File: src/hdl/sfp_pkg.sv
// ----------------------------------------------------------------------------
// sfp_pkg
// Shared types, character codes and the content-length key table for the
// STOMP frame parser.
// ----------------------------------------------------------------------------
`default_nettype none

package sfp_pkg;

   // width of the body length counter
   localparam int LENGTH_BITS = 32;

   // result queue sizing
   localparam int FIFO_DEPTH    = 4;
   localparam int FIFO_PTR_BITS = $clog2(FIFO_DEPTH);
   localparam int FIFO_CNT_BITS = $clog2(FIFO_DEPTH + 1);

   // character codes
   localparam logic [7:0] CH_NUL   = 8'h00;
   localparam logic [7:0] CH_LF    = 8'h0a;
   localparam logic [7:0] CH_CR    = 8'h0d;
   localparam logic [7:0] CH_COLON = 8'h3a;
   localparam logic [7:0] CH_BSL   = 8'h5c;

   // length of the "content-length" key
   localparam logic [3:0] LEN_KEY_LEN = 4'd14;

   typedef enum logic [2:0] {
      PH_START,
      PH_CMD,
      PH_KEY,
      PH_VALUE,
      PH_BODY_COUNT,
      PH_BODY_NUL,
      PH_BODY_TEXT
   } phase_type;

   typedef enum logic [1:0] {
      KIND_CMD,
      KIND_KEY,
      KIND_VALUE,
      KIND_BODY
   } kind_type;

   typedef enum logic [2:0] {
      ERR_NONE,
      ERR_CMD_BYTE,
      ERR_NO_COLON,
      ERR_BAD_ESCAPE,
      ERR_ESC_LINE_END,
      ERR_NO_NUL,
      ERR_BAD_LENGTH
   } err_type;

   // parser state
   typedef struct packed {
      phase_type              phase;
      logic                   pending_cr;
      logic                   escape_pending;
      logic                   line_nonempty;
      logic [3:0]             key_match_pos;
      logic                   key_matches;
      logic                   len_active;
      logic                   len_digits;
      logic                   has_length;
      logic [LENGTH_BITS-1:0] body_remaining;
   } pst_type;

   // one result item
   typedef struct packed {
      logic [7:0] data;
      logic       has_byte;
      kind_type   kind;
      logic       field_end;
      logic       frame_end;
      err_type    err;
   } res_type;

   // one partial parse step: new state and at most one result
   typedef struct packed {
      pst_type st;
      logic    emit;
      logic    fail;
      res_type res;
   } mstep_type;

   // whole item: new state and up to two results
   typedef struct packed {
      pst_type    st;
      logic [1:0] n;
      res_type    r0;
      res_type    r1;
   } step_type;

   // characters of the content-length key
   function automatic logic [7:0] len_key_char(input logic [3:0] pos);
      logic [7:0] c;
      case (pos)
         4'd0:    c = "c";
         4'd1:    c = "o";
         4'd2:    c = "n";
         4'd3:    c = "t";
         4'd4:    c = "e";
         4'd5:    c = "n";
         4'd6:    c = "t";
         4'd7:    c = "-";
         4'd8:    c = "l";
         4'd9:    c = "e";
         4'd10:   c = "n";
         4'd11:   c = "g";
         4'd12:   c = "t";
         4'd13:   c = "h";
         default: c = 8'h00;
      endcase
      return c;
   endfunction

endpackage

`default_nettype wire

File: src/hdl/stomp_frame_parser_core.sv
// ----------------------------------------------------------------------------
// stomp_frame_parser_core
// Byte-wide STOMP frame parser: classifies command, header and body bytes,
// decodes header escapes and tracks content-length.
// ----------------------------------------------------------------------------
// Queue: a result is written to the 4-entry output queue at the edge that
//   accepts its byte and is offered on rsp_ once it reaches the queue head.
// Throughput: one byte per cycle while req_stall is low; a byte that yields two
//   results takes two queue entries, and req_stall rises while the queue has
//   fewer than two free entries.
// Reset: synchronous, clears the parser to start of frame and empties the queue.
`default_nettype none

module stomp_frame_parser_core (
   input  wire logic       clock,
   input  wire logic       reset,
   input  wire logic       req_valid,
   output logic            req_stall,
   input  wire logic [7:0] req_in_byte,
   output logic            rsp_valid,
   input  wire logic       rsp_stall,
   output logic [7:0]      rsp_data_byte,
   output logic            rsp_has_byte,
   output logic [1:0]      rsp_field_kind,
   output logic            rsp_field_end,
   output logic            rsp_frame_end,
   output logic [2:0]      rsp_error_code
);
   import sfp_pkg::*;

   // ------------------------------------------------------------------------
   // parse helpers
   // ------------------------------------------------------------------------

   function automatic pst_type idle_state();
      pst_type s;
      s.phase          = PH_START;
      s.pending_cr     = 1'b0;
      s.escape_pending = 1'b0;
      s.line_nonempty  = 1'b0;
      s.key_match_pos  = 4'd0;
      s.key_matches    = 1'b1;
      s.len_active     = 1'b0;
      s.len_digits     = 1'b0;
      s.has_length     = 1'b0;
      s.body_remaining = '0;
      return s;
   endfunction

   function automatic pst_type new_line(input pst_type s);
      pst_type t;
      t                = s;
      t.line_nonempty  = 1'b0;
      t.escape_pending = 1'b0;
      t.key_match_pos  = 4'd0;
      t.key_matches    = 1'b1;
      t.len_active     = 1'b0;
      t.len_digits     = 1'b0;
      return t;
   endfunction

   function automatic res_type make_res(input logic [7:0] d, input logic h,
                                        input kind_type k, input logic fe,
                                        input logic fr, input err_type e);
      res_type r;
      r.data      = d;
      r.has_byte  = h;
      r.kind      = k;
      r.field_end = fe;
      r.frame_end = fr;
      r.err       = e;
      return r;
   endfunction

   function automatic kind_type kind_of(input phase_type p);
      kind_type k;
      case (p)
         PH_KEY:                                 k = KIND_KEY;
         PH_VALUE:                               k = KIND_VALUE;
         PH_BODY_COUNT, PH_BODY_NUL, PH_BODY_TEXT: k = KIND_BODY;
         default:                                k = KIND_CMD;
      endcase
      return k;
   endfunction

   function automatic logic is_digit(input logic [7:0] b);
      return (b >= "0") && (b <= "9");
   endfunction

   function automatic logic is_cmd_char(input logic [7:0] b);
      return ((b >= "A") && (b <= "Z")) || ((b >= "a") && (b <= "z")) ||
             is_digit(b) || (b == "_");
   endfunction

   // bit 8 set marks an escape byte that has no meaning
   function automatic logic [8:0] decode_escape(input logic [7:0] b);
      logic [8:0] d;
      case (b)
         "r":     d = {1'b0, CH_CR};
         "n":     d = {1'b0, CH_LF};
         "c":     d = {1'b0, CH_COLON};
         CH_BSL:  d = {1'b0, CH_BSL};
         default: d = 9'h100;
      endcase
      return d;
   endfunction

   function automatic mstep_type no_res(input pst_type s);
      mstep_type m;
      m.st   = s;
      m.emit = 1'b0;
      m.fail = 1'b0;
      m.res  = make_res(8'h00, 1'b0, KIND_CMD, 1'b0, 1'b0, ERR_NONE);
      return m;
   endfunction

   // error marker, parser back to start of frame
   function automatic mstep_type fail_step(input pst_type s, input err_type code);
      mstep_type m;
      m.st   = idle_state();
      m.emit = 1'b1;
      m.fail = 1'b1;
      m.res  = make_res(8'h00, 1'b0, kind_of(s.phase), 1'b0, 1'b0, code);
      return m;
   endfunction

   // decoded key byte, advancing the content-length match
   function automatic mstep_type key_byte(input pst_type s, input logic [7:0] d);
      mstep_type m;
      m = no_res(s);
      if (s.key_matches && (s.key_match_pos < LEN_KEY_LEN) &&
          (d == len_key_char(s.key_match_pos))) begin
         m.st.key_match_pos = s.key_match_pos + 4'd1;
      end else begin
         m.st.key_matches = 1'b0;
      end
      m.emit = 1'b1;
      m.res  = make_res(d, 1'b1, KIND_KEY, 1'b0, 1'b0, ERR_NONE);
      return m;
   endfunction

   // decoded value byte, accumulating the length digits with saturation
   function automatic mstep_type value_byte(input pst_type s, input logic [7:0] d);
      mstep_type              m;
      logic [LENGTH_BITS+3:0] prod;
      m = no_res(s);
      if (s.len_active) begin
         if (is_digit(d)) begin
            prod = {1'b0, s.body_remaining, 3'b000} +
                   {3'b000, s.body_remaining, 1'b0} +
                   {{LENGTH_BITS{1'b0}}, d[3:0]};
            if (prod[LENGTH_BITS+3:LENGTH_BITS] != 4'd0) begin
               m.st.body_remaining = '1;
            end else begin
               m.st.body_remaining = prod[LENGTH_BITS-1:0];
            end
            m.st.len_digits = 1'b1;
         end else if (s.len_digits) begin
            m.st.len_active = 1'b0;
            m.st.has_length = 1'b1;
         end else begin
            return fail_step(s, ERR_BAD_LENGTH);
         end
      end
      m.emit = 1'b1;
      m.res  = make_res(d, 1'b1, KIND_VALUE, 1'b0, 1'b0, ERR_NONE);
      return m;
   endfunction

   // one byte of a line other than LF
   function automatic mstep_type line_byte(input pst_type s, input logic [7:0] b);
      mstep_type  m;
      pst_type    t;
      logic [8:0] dec;
      t   = s;
      dec = decode_escape(b);
      case (s.phase)
         PH_START, PH_CMD: begin
            if (!is_cmd_char(b)) begin
               m = fail_step(s, ERR_CMD_BYTE);
            end else begin
               m          = no_res(s);
               m.emit     = 1'b1;
               m.res      = make_res(b, 1'b1, KIND_CMD, 1'b0, 1'b0, ERR_NONE);
               m.st.phase = PH_CMD;
            end
         end
         PH_KEY: begin
            t.line_nonempty = 1'b1;
            if (t.escape_pending) begin
               if (b == CH_COLON) begin
                  m = fail_step(t, ERR_ESC_LINE_END);
               end else if (dec[8]) begin
                  m = fail_step(t, ERR_BAD_ESCAPE);
               end else begin
                  t.escape_pending = 1'b0;
                  m = key_byte(t, dec[7:0]);
               end
            end else if (b == CH_BSL) begin
               m                   = no_res(t);
               m.st.escape_pending = 1'b1;
            end else if (b == CH_COLON) begin
               m      = no_res(t);
               m.emit = 1'b1;
               m.res  = make_res(8'h00, 1'b0, KIND_KEY, 1'b1, 1'b0, ERR_NONE);
               if (t.key_matches && (t.key_match_pos == LEN_KEY_LEN)) begin
                  m.st.len_active     = 1'b1;
                  m.st.len_digits     = 1'b0;
                  m.st.body_remaining = '0;
               end
               m.st.phase = PH_VALUE;
            end else begin
               m = key_byte(t, b);
            end
         end
         default: begin
            if (t.escape_pending) begin
               if (dec[8]) begin
                  m = fail_step(t, ERR_BAD_ESCAPE);
               end else begin
                  t.escape_pending = 1'b0;
                  m = value_byte(t, dec[7:0]);
               end
            end else if (b == CH_BSL) begin
               m                   = no_res(t);
               m.st.escape_pending = 1'b1;
            end else begin
               m = value_byte(t, b);
            end
         end
      endcase
      return m;
   endfunction

   // end of a line
   function automatic mstep_type line_end(input pst_type s);
      mstep_type m;
      pst_type   t;
      t = s;
      case (s.phase)
         PH_CMD: begin
            m          = no_res(new_line(s));
            m.emit     = 1'b1;
            m.res      = make_res(8'h00, 1'b0, KIND_CMD, 1'b1, 1'b0, ERR_NONE);
            m.st.phase = PH_KEY;
         end
         PH_KEY: begin
            if (s.line_nonempty) begin
               m = fail_step(s, ERR_NO_COLON);
            end else begin
               m = no_res(new_line(s));
               if (!s.has_length) begin
                  m.st.phase = PH_BODY_TEXT;
               end else if (s.body_remaining != '0) begin
                  m.st.phase = PH_BODY_COUNT;
               end else begin
                  m.st.phase = PH_BODY_NUL;
               end
            end
         end
         PH_VALUE: begin
            if (s.escape_pending) begin
               m = fail_step(s, ERR_ESC_LINE_END);
            end else if (s.len_active && !s.len_digits) begin
               m = fail_step(s, ERR_BAD_LENGTH);
            end else begin
               if (s.len_active) begin
                  t.has_length = 1'b1;
               end
               m          = no_res(new_line(t));
               m.emit     = 1'b1;
               m.res      = make_res(8'h00, 1'b0, KIND_VALUE, 1'b1, 1'b0, ERR_NONE);
               m.st.phase = PH_KEY;
            end
         end
         default: begin
            m = no_res(s);
         end
      endcase
      return m;
   endfunction

   // complete handling of one input byte
   function automatic step_type parse_item(input pst_type s, input logic [7:0] b);
      step_type  o;
      pst_type   cur;
      mstep_type m1;
      mstep_type m2;
      logic      go;
      o.st = s;
      o.n  = 2'd0;
      o.r0 = make_res(8'h00, 1'b0, KIND_CMD, 1'b0, 1'b0, ERR_NONE);
      o.r1 = o.r0;
      m1   = no_res(s);
      m2   = no_res(s);
      cur  = s;
      go   = 1'b1;
      case (s.phase)
         PH_BODY_COUNT: begin
            o.n                 = 2'd1;
            o.r0                = make_res(b, 1'b1, KIND_BODY, 1'b0, 1'b0, ERR_NONE);
            o.st.body_remaining = s.body_remaining - LENGTH_BITS'(1);
            if (o.st.body_remaining == '0) begin
               o.st.phase = PH_BODY_NUL;
            end
         end
         PH_BODY_NUL, PH_BODY_TEXT: begin
            o.n = 2'd1;
            if (b == CH_NUL) begin
               o.r0 = make_res(8'h00, 1'b0, KIND_BODY, 1'b1, 1'b1, ERR_NONE);
               o.st = idle_state();
            end else if (s.phase == PH_BODY_NUL) begin
               m1   = fail_step(s, ERR_NO_NUL);
               o.r0 = m1.res;
               o.st = m1.st;
            end else begin
               o.r0 = make_res(b, 1'b1, KIND_BODY, 1'b0, 1'b0, ERR_NONE);
            end
         end
         PH_START, PH_CMD, PH_KEY, PH_VALUE: begin
            // held CR: dropped before LF, else a line byte of its own
            if (cur.pending_cr) begin
               cur.pending_cr = 1'b0;
               if (b == CH_LF) begin
                  m1  = line_end(cur);
                  cur = m1.st;
                  go  = 1'b0;
               end else begin
                  m1  = line_byte(cur, CH_CR);
                  cur = m1.st;
                  go  = !m1.fail;
               end
            end
            if (go) begin
               if (b == CH_CR) begin
                  cur.pending_cr = 1'b1;
               end else if (b == CH_LF) begin
                  m2  = line_end(cur);
                  cur = m2.st;
               end else begin
                  m2  = line_byte(cur, b);
                  cur = m2.st;
               end
            end
            o.st = cur;
            if (m1.emit) begin
               o.r0 = m1.res;
               o.n  = 2'd1;
               if (m2.emit) begin
                  o.r1 = m2.res;
                  o.n  = 2'd2;
               end
            end else if (m2.emit) begin
               o.r0 = m2.res;
               o.n  = 2'd1;
            end
         end
         default: begin
            o.st = idle_state();
         end
      endcase
      return o;
   endfunction

   // ------------------------------------------------------------------------
   // signals
   // ------------------------------------------------------------------------

   pst_type                  pst_ff;
   pst_type                  pst_in;
   step_type                 step_out;
   res_type                  fifo_ff [FIFO_DEPTH];
   res_type                  head;
   logic [FIFO_PTR_BITS-1:0] wr_ptr_ff;
   logic [FIFO_PTR_BITS-1:0] wr_ptr_in;
   logic [FIFO_PTR_BITS-1:0] rd_ptr_ff;
   logic [FIFO_PTR_BITS-1:0] rd_ptr_in;
   logic [FIFO_CNT_BITS-1:0] fifo_count_ff;
   logic [FIFO_CNT_BITS-1:0] fifo_count_in;
   logic                     req_fire;
   logic                     rsp_fire;
   logic [1:0]               push_n;

   // ------------------------------------------------------------------------
   // handshakes
   // ------------------------------------------------------------------------

   // need room for two results before taking a byte
   assign req_stall = fifo_count_ff > FIFO_CNT_BITS'(FIFO_DEPTH - 2);
   assign req_fire  = req_valid && !req_stall;
   assign rsp_valid = fifo_count_ff != '0;
   assign rsp_fire  = rsp_valid && !rsp_stall;

   // ------------------------------------------------------------------------
   // parse and state update
   // ------------------------------------------------------------------------

   always_comb begin
      step_out = parse_item(pst_ff, req_in_byte);
      pst_in   = req_fire ? step_out.st : pst_ff;
      push_n   = req_fire ? step_out.n : 2'd0;
   end

   always_ff @(posedge clock) begin
      if (reset) begin
         pst_ff <= idle_state();
      end else begin
         pst_ff <= pst_in;
      end
   end

   // ------------------------------------------------------------------------
   // result queue
   // ------------------------------------------------------------------------

   always_comb begin
      wr_ptr_in     = wr_ptr_ff + FIFO_PTR_BITS'(push_n);
      rd_ptr_in     = rd_ptr_ff + FIFO_PTR_BITS'(rsp_fire);
      fifo_count_in = fifo_count_ff + FIFO_CNT_BITS'(push_n) - FIFO_CNT_BITS'(rsp_fire);
   end

   always_ff @(posedge clock) begin
      if (reset) begin
         wr_ptr_ff     <= '0;
         rd_ptr_ff     <= '0;
         fifo_count_ff <= '0;
      end else begin
         wr_ptr_ff     <= wr_ptr_in;
         rd_ptr_ff     <= rd_ptr_in;
         fifo_count_ff <= fifo_count_in;
      end
   end

   // queue payload, no reset
   always_ff @(posedge clock) begin
      if (push_n != 2'd0) begin
         fifo_ff[wr_ptr_ff] <= step_out.r0;
      end
      if (push_n == 2'd2) begin
         fifo_ff[wr_ptr_ff + FIFO_PTR_BITS'(1)] <= step_out.r1;
      end
   end

   // output fields from the queue head
   assign head           = fifo_ff[rd_ptr_ff];
   assign rsp_data_byte  = head.data;
   assign rsp_has_byte   = head.has_byte;
   assign rsp_field_kind = head.kind;
   assign rsp_field_end  = head.field_end;
   assign rsp_frame_end  = head.frame_end;
   assign rsp_error_code = head.err;

   // ------------------------------------------------------------------------
   // assertions
   // ------------------------------------------------------------------------

   // queue never overfills
   a_fifo_bound: assert property (@(posedge clock) disable iff (reset)
      fifo_count_ff <= FIFO_CNT_BITS'(FIFO_DEPTH))
      else $error("result queue overflow");

   // a held CR only exists outside the body
   a_cr_not_in_body: assert property (@(posedge clock) disable iff (reset)
      pst_ff.pending_cr |-> !(pst_ff.phase == PH_BODY_COUNT ||
                              pst_ff.phase == PH_BODY_NUL ||
                              pst_ff.phase == PH_BODY_TEXT))
      else $error("held CR in body phase");

   // counted body always has bytes left
   a_count_nonzero: assert property (@(posedge clock) disable iff (reset)
      (pst_ff.phase == PH_BODY_COUNT) |-> (pst_ff.body_remaining != '0))
      else $error("counted body with zero length");

   // an error result carries no byte and ends nothing
   a_err_marker: assert property (@(posedge clock) disable iff (reset)
      (rsp_valid && (rsp_error_code != ERR_NONE)) |->
         (!rsp_has_byte && !rsp_field_end && !rsp_frame_end))
      else $error("error result with byte or end flag");

endmodule

`default_nettype wire

File: config.mk
export PLATFORM = sky130hd
export DESIGN_NAME = stomp_frame_parser_core
export DESIGN_NICKNAME = d
export VERILOG_FILES = /design/src/hdl/sfp_pkg.sv /design/src/hdl/stomp_frame_parser_core.sv
export SDC_FILE = /design/constraint.sdc
export NUM_CORES = 1
export LEC_CHECK = 0
export ABC_AREA = 1
export BUFFER_PORTS_ARGS = -buffer_cell sky130_fd_sc_hd__buf_2
export CAP_MARGIN = 15
export CORE_ASPECT_RATIO = 1.4
export CORE_UTILIZATION = 67
export DETAILED_ROUTE_END_ITERATION = 10
export HOLD_SLACK_MARGIN = 0.15
export PLACE_DENSITY = 0.93
export SETUP_SLACK_MARGIN = 0.3
export SYNTH_ARGS = -nofsm -noshare
export SYNTH_HDL_FRONTEND = slang
export SYNTH_SLANG_ARGS = --single-unit
File: constraint.sdc
create_clock -name clock -period 11.4 [get_ports clock]
set_input_delay 1.14 -clock clock [delete_from_list [all_inputs] [get_ports clock]]
set_output_delay 1.14 -clock clock [all_outputs]
set_load 0.1 [all_outputs]
==> impl_results.md, run 1 <==
- Number of synthesized flops with an enable pin: 60
- Status: did not finish
- Synth async-reset ratio: 0
- Row count: 65
- First-pass GRT wire length: 110800 um
- Dpl hpwl: 47240 um
- Log Error: [ERROR GRT-0116] Global routing finished with congestion. Check the congestion regions in the DRC Viewer.
- Post-CTS sizing: 0
- CTS Buf Count: 17
- Synth Instances: 2639
- Synthesized cell area: 0.01546 mm2
- Fail Step: 5_1_grt
- Largest net degree at the start of global routing: 74
- Post-CTS setup repair buffer count: 0
- PortBufs: 29
- I/O pin cnt: 30
- GPL Wtd Cong: 1.142
- Die Y: 181.8 um
- Net count after synthesis: 2708
- Clk buf depth: 2
- Synth Warn #: 0
- Share of the synthesized area in the top cell type: 0.1845
- # H-tree levels: 4
- Count of cell types in the netlist: 61
- CTS root buffer: clkbuf_16
- Top cells by area, synth: nand2_1, edfxtp_1, dfxtp_1, inv_1, nor2_1
- Post-synthesis sequential area ratio: 0.1994
- CTS Hold Bufs: 0
- Yosys reg bits: 124
- Vias in the first global route: 19469
- Gr usage total: 0.6165
- Grt total ovfl: 13
- Synthesized area per cell: 5.860 um2
- Initial Util: 0.6840
- Num Clock Sinks: 124
- Post-synth top flop: dfxtp_1
- Cells after DPL: 2883
- Chip width: 130.4 um
- Synth area leader: nand2_1
per-layer routing:
metal,global-route usage,overflow
met1,0.6200,0
met2,0.8713,5
met3,0.3324,0
met4,0.6303,8
met5,0,0
per-stage QoR:
| stage | setup slack, ps | utilization | area, um2 |
|---|---|---|---|
| 4_1_cts | 4488 | 0.7172 | 16220 |
| 3_3_place_gp | 4065 | 0.6909 | 15620 |
| 3_5_place_dp | 4064 | 0.6909 | 15620 |
| 2_1_floorplan | 6065 | - | 15460 |
cell families after synthesis:
kind of cell,Yosys count,share of synthesized area
AND/OR/NAND/NOR,1410,0.4046
buffers and inverters,465,0.1198
AO/OA/AOI/OAI,518,0.1910
flip-flops,124,0.1994
XOR/XNOR,65,0.03779
adder cells (fa/ha/maj),57,0.04758
synthesized netlist by cell type (3+ instances only):
cell and instances:
o2111ai_1 6, buf_4 4, nor3_2 7, xnor2_1 7
o21ai_2 3, ha_1 54, nand3b_1 12, nand3_2 26
nand4_1 56, edfxtp_1 60, nand2_1 760, o21ai_1 10
nor4_1 10, a221oi_1 3, inv_1 337, o211ai_1 12
clkbuf_1 66, buf_1 3, nor2_4 7, o22ai_1 72
o21ai_0 160, xor2_1 56, dfxtp_1 64, nor3_1 26
nand3_1 148, nand2_2 27, o31ai_1 29, nand2_4 10
a21oi_1 181, o221ai_1 5, inv_2 27, buf_2 16
nor2_1 289, a31oi_1 12, nor2_2 21, a211oi_1 9
a21oi_2 3, buf_6 8, fa_1 3, o21bai_1 3
==> inputs of run 2 (changes only) <==
--- a/config.mk
+++ b/config.mk
@@ -8,12 +8,9 @@
 export ABC_AREA = 1
 export BUFFER_PORTS_ARGS = -buffer_cell sky130_fd_sc_hd__buf_2
 export CAP_MARGIN = 15
-export CORE_ASPECT_RATIO = 1.4
-export CORE_UTILIZATION = 67
+export CORE_UTILIZATION = 40
 export DETAILED_ROUTE_END_ITERATION = 10
-export HOLD_SLACK_MARGIN = 0.15
-export PLACE_DENSITY = 0.93
-export SETUP_SLACK_MARGIN = 0.3
+export PLACE_DENSITY_LB_ADDON = 0.15
 export SYNTH_ARGS = -nofsm -noshare
 export SYNTH_HDL_FRONTEND = slang
 export SYNTH_SLANG_ARGS = --single-unit
==> run 2 against run 1 <==
The run now ends clean; area after synthesis unchanged; synthesized cell count unchanged.
==> impl_results.md, run 2 <==
- Clk network pwr share: 0.201
- Worst min path class: reg2reg
- Post-CTS sizing: 0
- I/O pin cnt: 30
- Yosys reg bits: 124
- Drt first pass iters: 6
- Commonest cells in the synthesized netlist: nand2_1, inv_1, nor2_1
- Worst R2R Start: pst_ff[43]$_SDFFE_PP0P_
- Crit path kind: in2reg
- Reg2Reg Capture Point: pst_ff[11]$_SDFFE_PP0P_
- Unrepaired setup endpoints after global routing: false
- Worst-Margin Slew: 1064 ps
- Detailed Route Iter0 Violations: 1599
- Clk_lat worst skew: 470 ps
- Initial Util: 0.4086
- Slowest cell on crit path: nor2_4
- Max FFs per register: 64
- Post-CTS setup repair buffer count: 0
- Top-count cell post-synth: nand2_1
- # H-tree levels: 4
- Share of power burned in registers: 0.207
- Critical Path AT: 7580 ps
- Net Sw Power: 0.001636 W
- Synth async-reset ratio: 0
- Largest net degree at the start of global routing: 70
- CTS Buf Count: 17
- Largest register by flop count: fifo_ff
- Net count after synthesis: 2708
- Initial antenna violation count: 0
- Layout cells sized above 1: 0.08904
- Leak Pwr: 7.663 nW
- Commonest cells after routing, fill and taps aside: nand2_1, inv_1, nor2_1
- Drt wl/cell: 20.02 um
- Vias: 17862
- CP Data Required Time: 11710 ps
- Die area: 0.03945 mm2
- Number of synthesized flops with an enable pin: 60
- Max VDD drop: 0.0001152 V
- Internal power: 0.001250 W
- Num Clock Sinks: 124
- Worst Setup End Kind: register
- Synthesized cell area: 0.01546 mm2
- Max cap viols: 0
- Min Tclk post-route: 7266 ps
- Gate power share: 0.592
- Gr usage total: 0.3181
- Seq. cell area: 0.003083 mm2
- Chip width: 198.6 um
- PortBufs: 29
- Status: finished clean
- Max-slew headroom: 0.2891
- CP Launch Type: input port
- Grt total ovfl: 0
- Fmax: 0.1376 GHz
- Post-synthesis sequential area ratio: 0.1994
- Synth Warn #: 0
- Area growth, synth to finish: 7.209%
- GPL Wtd Cong: 1.012
- CP peak stage delay: 750 ps
- Synth Instances: 2639
- Die Y: 198.6 um
- Routed Antenna Nets: 0
- TNS Setup: 0 ps
- Count of cell types in the netlist: 61
- Final period utilization: 0.6374
- Net Sw Frac: 0.5668
- Clk buf depth: 2
- Clk slew on worst S/H paths: 90 ps
- Commonest non-fill, non-tap cell in the layout: nand2_1
- CTS root buffer: clkbuf_16
- WHS Endpoint: pst_ff[33]$_SDFFE_PP0P_
- Hold path depth: 2
- Share of the synthesized area in the top cell type: 0.1845
- Endpoints failing setup: 0
- Core Area: 0.03784 mm2
- Top cells by area, synth: nand2_1, edfxtp_1, dfxtp_1, inv_1, nor2_1
- DRT Wirelength: 62860 um
- Hold Violations, Final: 0
- Row count: 71
- Crit Path Max Fanout: 47
- # DRC: 0
- Slew Limit Fails: 0
- Top cell by count, worst path: nand2_1
- Vias/cell: 5.690
- Multi-input gate area: 0.01053 mm2
- Layout Utilization: 0.4381
- Synthesized area per cell: 5.860 um2
- Dpl hpwl: 48190 um
- FF-to-FF setup slack: 4870 ps
- Largest registers: fifo_ff: 64 flops, pst_ff: 46 flops, fifo_count_ff: 3 flops
- Fill count: 4188
- First-pass GRT wire length: 96190 um
- CTS tree: built
- Final clock skew: 29.87 ps
- Post-synth top flop: dfxtp_1
- Layout Nets: 2684
- CTS Hold Bufs: 0
- Inserted Diodes: 0
- Pwr Density: 174.1 mW/mm2
- Worst reg2reg path depth: 36
- Min-delay src: pst_ff[33]$_SDFFE_PP0P_
- Vias in the first global route: 16677
- Synth area leader: nand2_1
[run 2: logic make-up (layout without fill, tap and decap cells)]
| logic type | after synthesis | in the layout | synth area share |
|---|---|---|---|
| AO/OA/AOI/OAI | 518 | 518 | 0.1910 |
| AND/OR/NAND/NOR | 1410 | 1410 | 0.4046 |
| adder cells (fa/ha/maj) | 57 | 57 | 0.04758 |
| XOR/XNOR | 65 | 65 | 0.03779 |
| flip-flops | 124 | 124 | 0.1994 |
| buffers and inverters | 465 | 454 | 0.1198 |
[run 2: final cells by class]
class | count | area share
Timing Repair Buffer | 55 | 0.02038
Tap cell | 511 | 0.03857
Inverter | 367 | 0.08370
Sequential cell | 124 | 0.1860
Multi-Input combinational cell | 2050 | 0.6354
Clock buffer | 17 | 0.02566
Clock inverter | 15 | 0.01034
[run 2: layer usage]
layer / global-route usage / part of all wire / up-vias
met5: 0 / 0 / -
met4: 0.2028 / 0.064 / 0
met3: 0.03323 / 0.054 / 174
met2: 0.5442 / 0.48 / 715
met1: 0.3794 / 0.41 / 8317
li1: - / - / 8656
[run 2: worst max-delay path: cells and delay by family]
family                   cells  cell delay [ps]
AO/OA/AOI/OAI                1               70
XOR/XNOR                     1              410
adder cells (fa/ha/maj)      2              670
buffers and inverters        5             1190
AND/OR/NAND/NOR             29             4020
[run 2: per-stage QoR]
step	setup WS, ps	power [W]	instances	instance area, um2	hold slack [ps]
after floorplan	6065	0.001850	2639	15460	445.3
after global placement	3663	0.002285	3106	15980	457.6
after detailed placement	3775	0.002290	3106	15980	462.1
after CTS	4240	0.002869	3138	16570	475.0
after global routing	3592	0.003043	3139	16580	499.7
final	4134	0.002886	3139	16580	480.3
[run 2: how the worst max path moves through the flow]
stage / start / to / slack, ps / depth (start not counted)
3_3_place_gp: req_in_byte[2] / pst_ff[11]$_SDFFE_PP0P_ / 3660 / 38
3_5_place_dp: req_in_byte[2] / pst_ff[11]$_SDFFE_PP0P_ / 3770 / 35
6_report: req_in_byte[2] / pst_ff[11]$_SDFFE_PP0P_ / 4130 / 38
2_1_floorplan: req_in_byte[0] / pst_ff[13]$_SDFFE_PP0P_ / 6060 / 42
5_1_grt: req_in_byte[2] / pst_ff[11]$_SDFFE_PP0P_ / 3590 / 38
4_1_cts: req_in_byte[3] / pst_ff[11]$_SDFFE_PP0P_ / 4240 / 37
[run 2: power groups by stage]
stage               registers, W  logic, W  clock network [W]
finish                  0.000599   0.00171           0.000580
detailed placement      0.000607   0.00168                  0
global placement        0.000606   0.00168                  0
floorplan               0.000583   0.00127                  0
CTS                     0.000597   0.00169           0.000582
global route            0.000606   0.00184           0.000597
No activity file was read; power rests on OpenSTA's default activity.
==> inputs of run 3 (changes only) <==
--- a/config.mk
+++ b/config.mk
@@ -5,7 +5,7 @@
 export SDC_FILE = /design/constraint.sdc
 export NUM_CORES = 1
 export LEC_CHECK = 0
-export ABC_AREA = 1
+export ABC_AREA = 0
 export BUFFER_PORTS_ARGS = -buffer_cell sky130_fd_sc_hd__buf_2
 export CAP_MARGIN = 15
 export CORE_UTILIZATION = 40
==> constraint.sdc (replaced) <==
create_clock -name clock -period 7.55 [get_ports clock]
set_input_delay 0.755 -clock clock [delete_from_list [all_inputs] [get_ports clock]]
set_output_delay 0.755 -clock clock [all_outputs]
set_load 0.1 [all_outputs]
==> run 3 against run 2 <==
Wire length is 21% lower; synthesized cell count fell by 33%; core utilization is 1.1 points higher; area after synthesis decreased by 15%; largest power group unchanged.
==> impl_results.md, run 3 <==
- Status: finished clean
- Number of synthesized flops with an enable pin: 60
- Layout cells sized above 1: 0.1068
- Worst reg2reg path depth: 21
- Final worst slack: 837.8 ps
- Leak Pwr: 5.137 nW
- Commonest cells in the synthesized netlist: a21oi_1, nor2_1, nand2_1
- Max VDD drop: 0.0002153 V
- GPL Wtd Cong: 1.022
- Multi-input gate area: 0.009395 mm2
- Critical Path Start: req_in_byte[5]
- Largest registers: fifo_ff: 64 flops, pst_ff: 46 flops, fifo_count_ff: 3 flops
- Final clock skew: 20.05 ps
- CTS Hold Bufs: 0
- GRT met2 Usage: 0.4832
- Synth Instances: 1769
- Area growth, synth to finish: 9.334%
- Crit path kind: in2reg
- Vias/cell: 6.544
- Reg2Reg Capture Point: pst_ff[7]$_SDFFE_PP0P_
- Worst R2R Start: pst_ff[41]$_SDFFE_PP0P_
- Grt met1 use: 0.3792
- Share of the synthesized area in the top cell type: 0.1371
- DRT Wirelength: 49620 um
- Grt total ovfl: 0
- Post-CTS sizing: 0
- Core Area: 0.03196 mm2
- Routed Antenna Nets: 0
- Largest net degree at the start of global routing: 40
- Endpoints failing setup: 0
- Initial Util: 0.4110
- Initial antenna violation count: 1
- Chip width: 183.2 um
- Seq. cell area: 0.003084 mm2
- Synthesized cell area: 0.01314 mm2
- Vias: 14371
- Die Y: 183.2 um
- Fill count: 3247
- Slew Limit Fails: 0
- TNS Setup: 0 ps
- Inserted Diodes: 0
- CTS Buf Count: 17
- Grt peak-use layer: met2
- I/O pin cnt: 30
- Clk slew on worst S/H paths: 60 ps
- Synth area leader: edfxtp_1
- FF-to-FF setup slack: 860 ps
- Post-synthesis sequential area ratio: 0.2347
- Top-count cell post-synth: a21oi_1
- Layout Nets: 1817
- Drt first pass iters: 6
- Post-CTS setup repair buffer count: 0
- Count of cell types in the netlist: 101
- Cells after DPL: 2164
- Pwr Density: 199.7 mW/mm2
- Final period utilization: 0.8890
- Critical Path AT: 7030 ps
- First-pass GRT wire length: 77180 um
- Top cells by area, synth: edfxtp_1, dfxtp_1, a21oi_1, nor2_1, ha_1
- Commonest non-fill, non-tap cell in the layout: a21oi_1
- Dpl hpwl: 36810 um
- PortBufs: 29
- CP Launch Type: input port
- Worst min path class: reg2reg
- Synth async-reset ratio: 0
- Gr usage total: 0.2945
- Clk_lat worst skew: 450 ps
- Max cap viols: 0
- Crit Path Max Fanout: 19
- Num Clock Sinks: 124
- # DRC: 0
- Clk buf depth: 2
- Row count: 65
- Worst Setup End Kind: register
- Vias in the first global route: 13442
- Non-Filler Instances: 2196
- Min Tclk post-route: 6712 ps
- Fmax: 0.1490 GHz
- Commonest cells after routing, fill and taps aside: a21oi_1, nor2_1, nand2_1
- CTS root buffer: clkbuf_16
- Unrepaired setup endpoints after global routing: false
- Net count after synthesis: 1838
- Synthesized area per cell: 7.427 um2
- Max-slew headroom: 0.3429
- CP endpoint: pst_ff[7]$_SDFFE_PP0P_
- Yosys reg bits: 124
- Die area: 0.03357 mm2
- Detailed Route Iter0 Violations: 1689
- Worst-Margin Slew: 983.6 ps
- Post-synth top flop: dfxtp_1
- Synth Warn #: 0
- # H-tree levels: 4
- Largest register by flop count: fifo_ff
- CP Data Required Time: 7860 ps
- Max FFs per register: 64
- Pre-CTS setup slack: 508.9 ps
- Drt wl/cell: 22.59 um
- CTS tree: built
- Hold Violations, Final: 0
- GR met3 Demand/Resource: 0.04786
==> run 3: power breakdown <==
part / switching [W] / leakage, nW / total (W) / internal, W
Combinational: 0.000873 / 3.79 / 0.00119 / 0.000314
Clock: 0.000346 / 0.292 / 0.000872 / 0.000526
Sequential: 0.0000419 / 1.06 / 0.000810 / 0.000768
Total: 0.00126 / 5.14 / 0.00287 / 0.00161
==> run 3: logic make-up (layout without fill, tap and decap cells) <==
kind of cell,after synthesis,in the layout,share of synthesized area
compound gates,674,674,0.3349
simple gates,656,656,0.2478
buf+inv,174,166,0.05209
flops,124,124,0.2347
xor+xnor,58,58,0.03924
fa+ha+maj,57,57,0.05600
mux,26,26,0.03533
==> run 3: worst min-delay path by stage <==
stage	startpoint	endpoint	slack, ps	cells after the start
5_1_grt	fifo_ff[3][3]$_SDFFE_PP0P_	fifo_ff[3][3]$_SDFFE_PP0P_	490	2
2_1_floorplan	fifo_ff[2][3]$_SDFFE_PP0P_	fifo_ff[2][3]$_SDFFE_PP0P_	430	2
6_report	fifo_ff[2][3]$_SDFFE_PP0P_	fifo_ff[2][3]$_SDFFE_PP0P_	470	2
4_1_cts	fifo_ff[3][3]$_SDFFE_PP0P_	fifo_ff[3][3]$_SDFFE_PP0P_	470	2
3_5_place_dp	fifo_ff[3][3]$_SDFFE_PP0P_	fifo_ff[3][3]$_SDFFE_PP0P_	460	2
3_3_place_gp	fifo_ff[1][3]$_SDFFE_PP0P_	fifo_ff[1][3]$_SDFFE_PP0P_	450	2
==> run 3: metrics by stage <==
step                      hold WS (ps)    util  power (W)  instance area [um2]
final                            467.2  0.4494   0.002869                14360
after global placement           454.0  0.4302   0.001997                13750
after CTS                        473.7  0.4494   0.002870                14360
after detailed placement         456.8  0.4302   0.002002                13750
after global routing             492.3  0.4494   0.002989                14360
after floorplan                  433.1       -   0.001733                13140
==> run 3: cell type report <==
class / instances / area share
timing repair buffer: 79 / 0.03624
tap: 435 / 0.03789
sequential: 124 / 0.2147
clock inverter: 14 / 0.01280
clock buffer: 18 / 0.02988
multi-input combinational: 1471 / 0.6541
inverter: 55 / 0.01437
==> run 3: critical path, cell delays in order <==
cell and delay [ps]:
buf_2 170, or4_1 600, nor2_2 240, nand2_1 180, o21bai_2 560, buf_4 350, and2_1 260, ha_1 320
nand2_1 170, nor3_1 400, nand3_1 250, and4_1 270, nor3_2 240, and3_1 260, nand4_1 210, nand3b_1 240
or4_4 540, a211oi_4 300, buf_4 300, a311oi_1 130, o21ai_0 180, a21oi_1 80
==> run 3: metal layers <==
metal / routed length (um) / vias up
met5: 16 / -
met4: 1954 / 2
met3: 3687 / 143
met2: 22950 / 728
met1: 21010 / 6824
li1: - / 6674
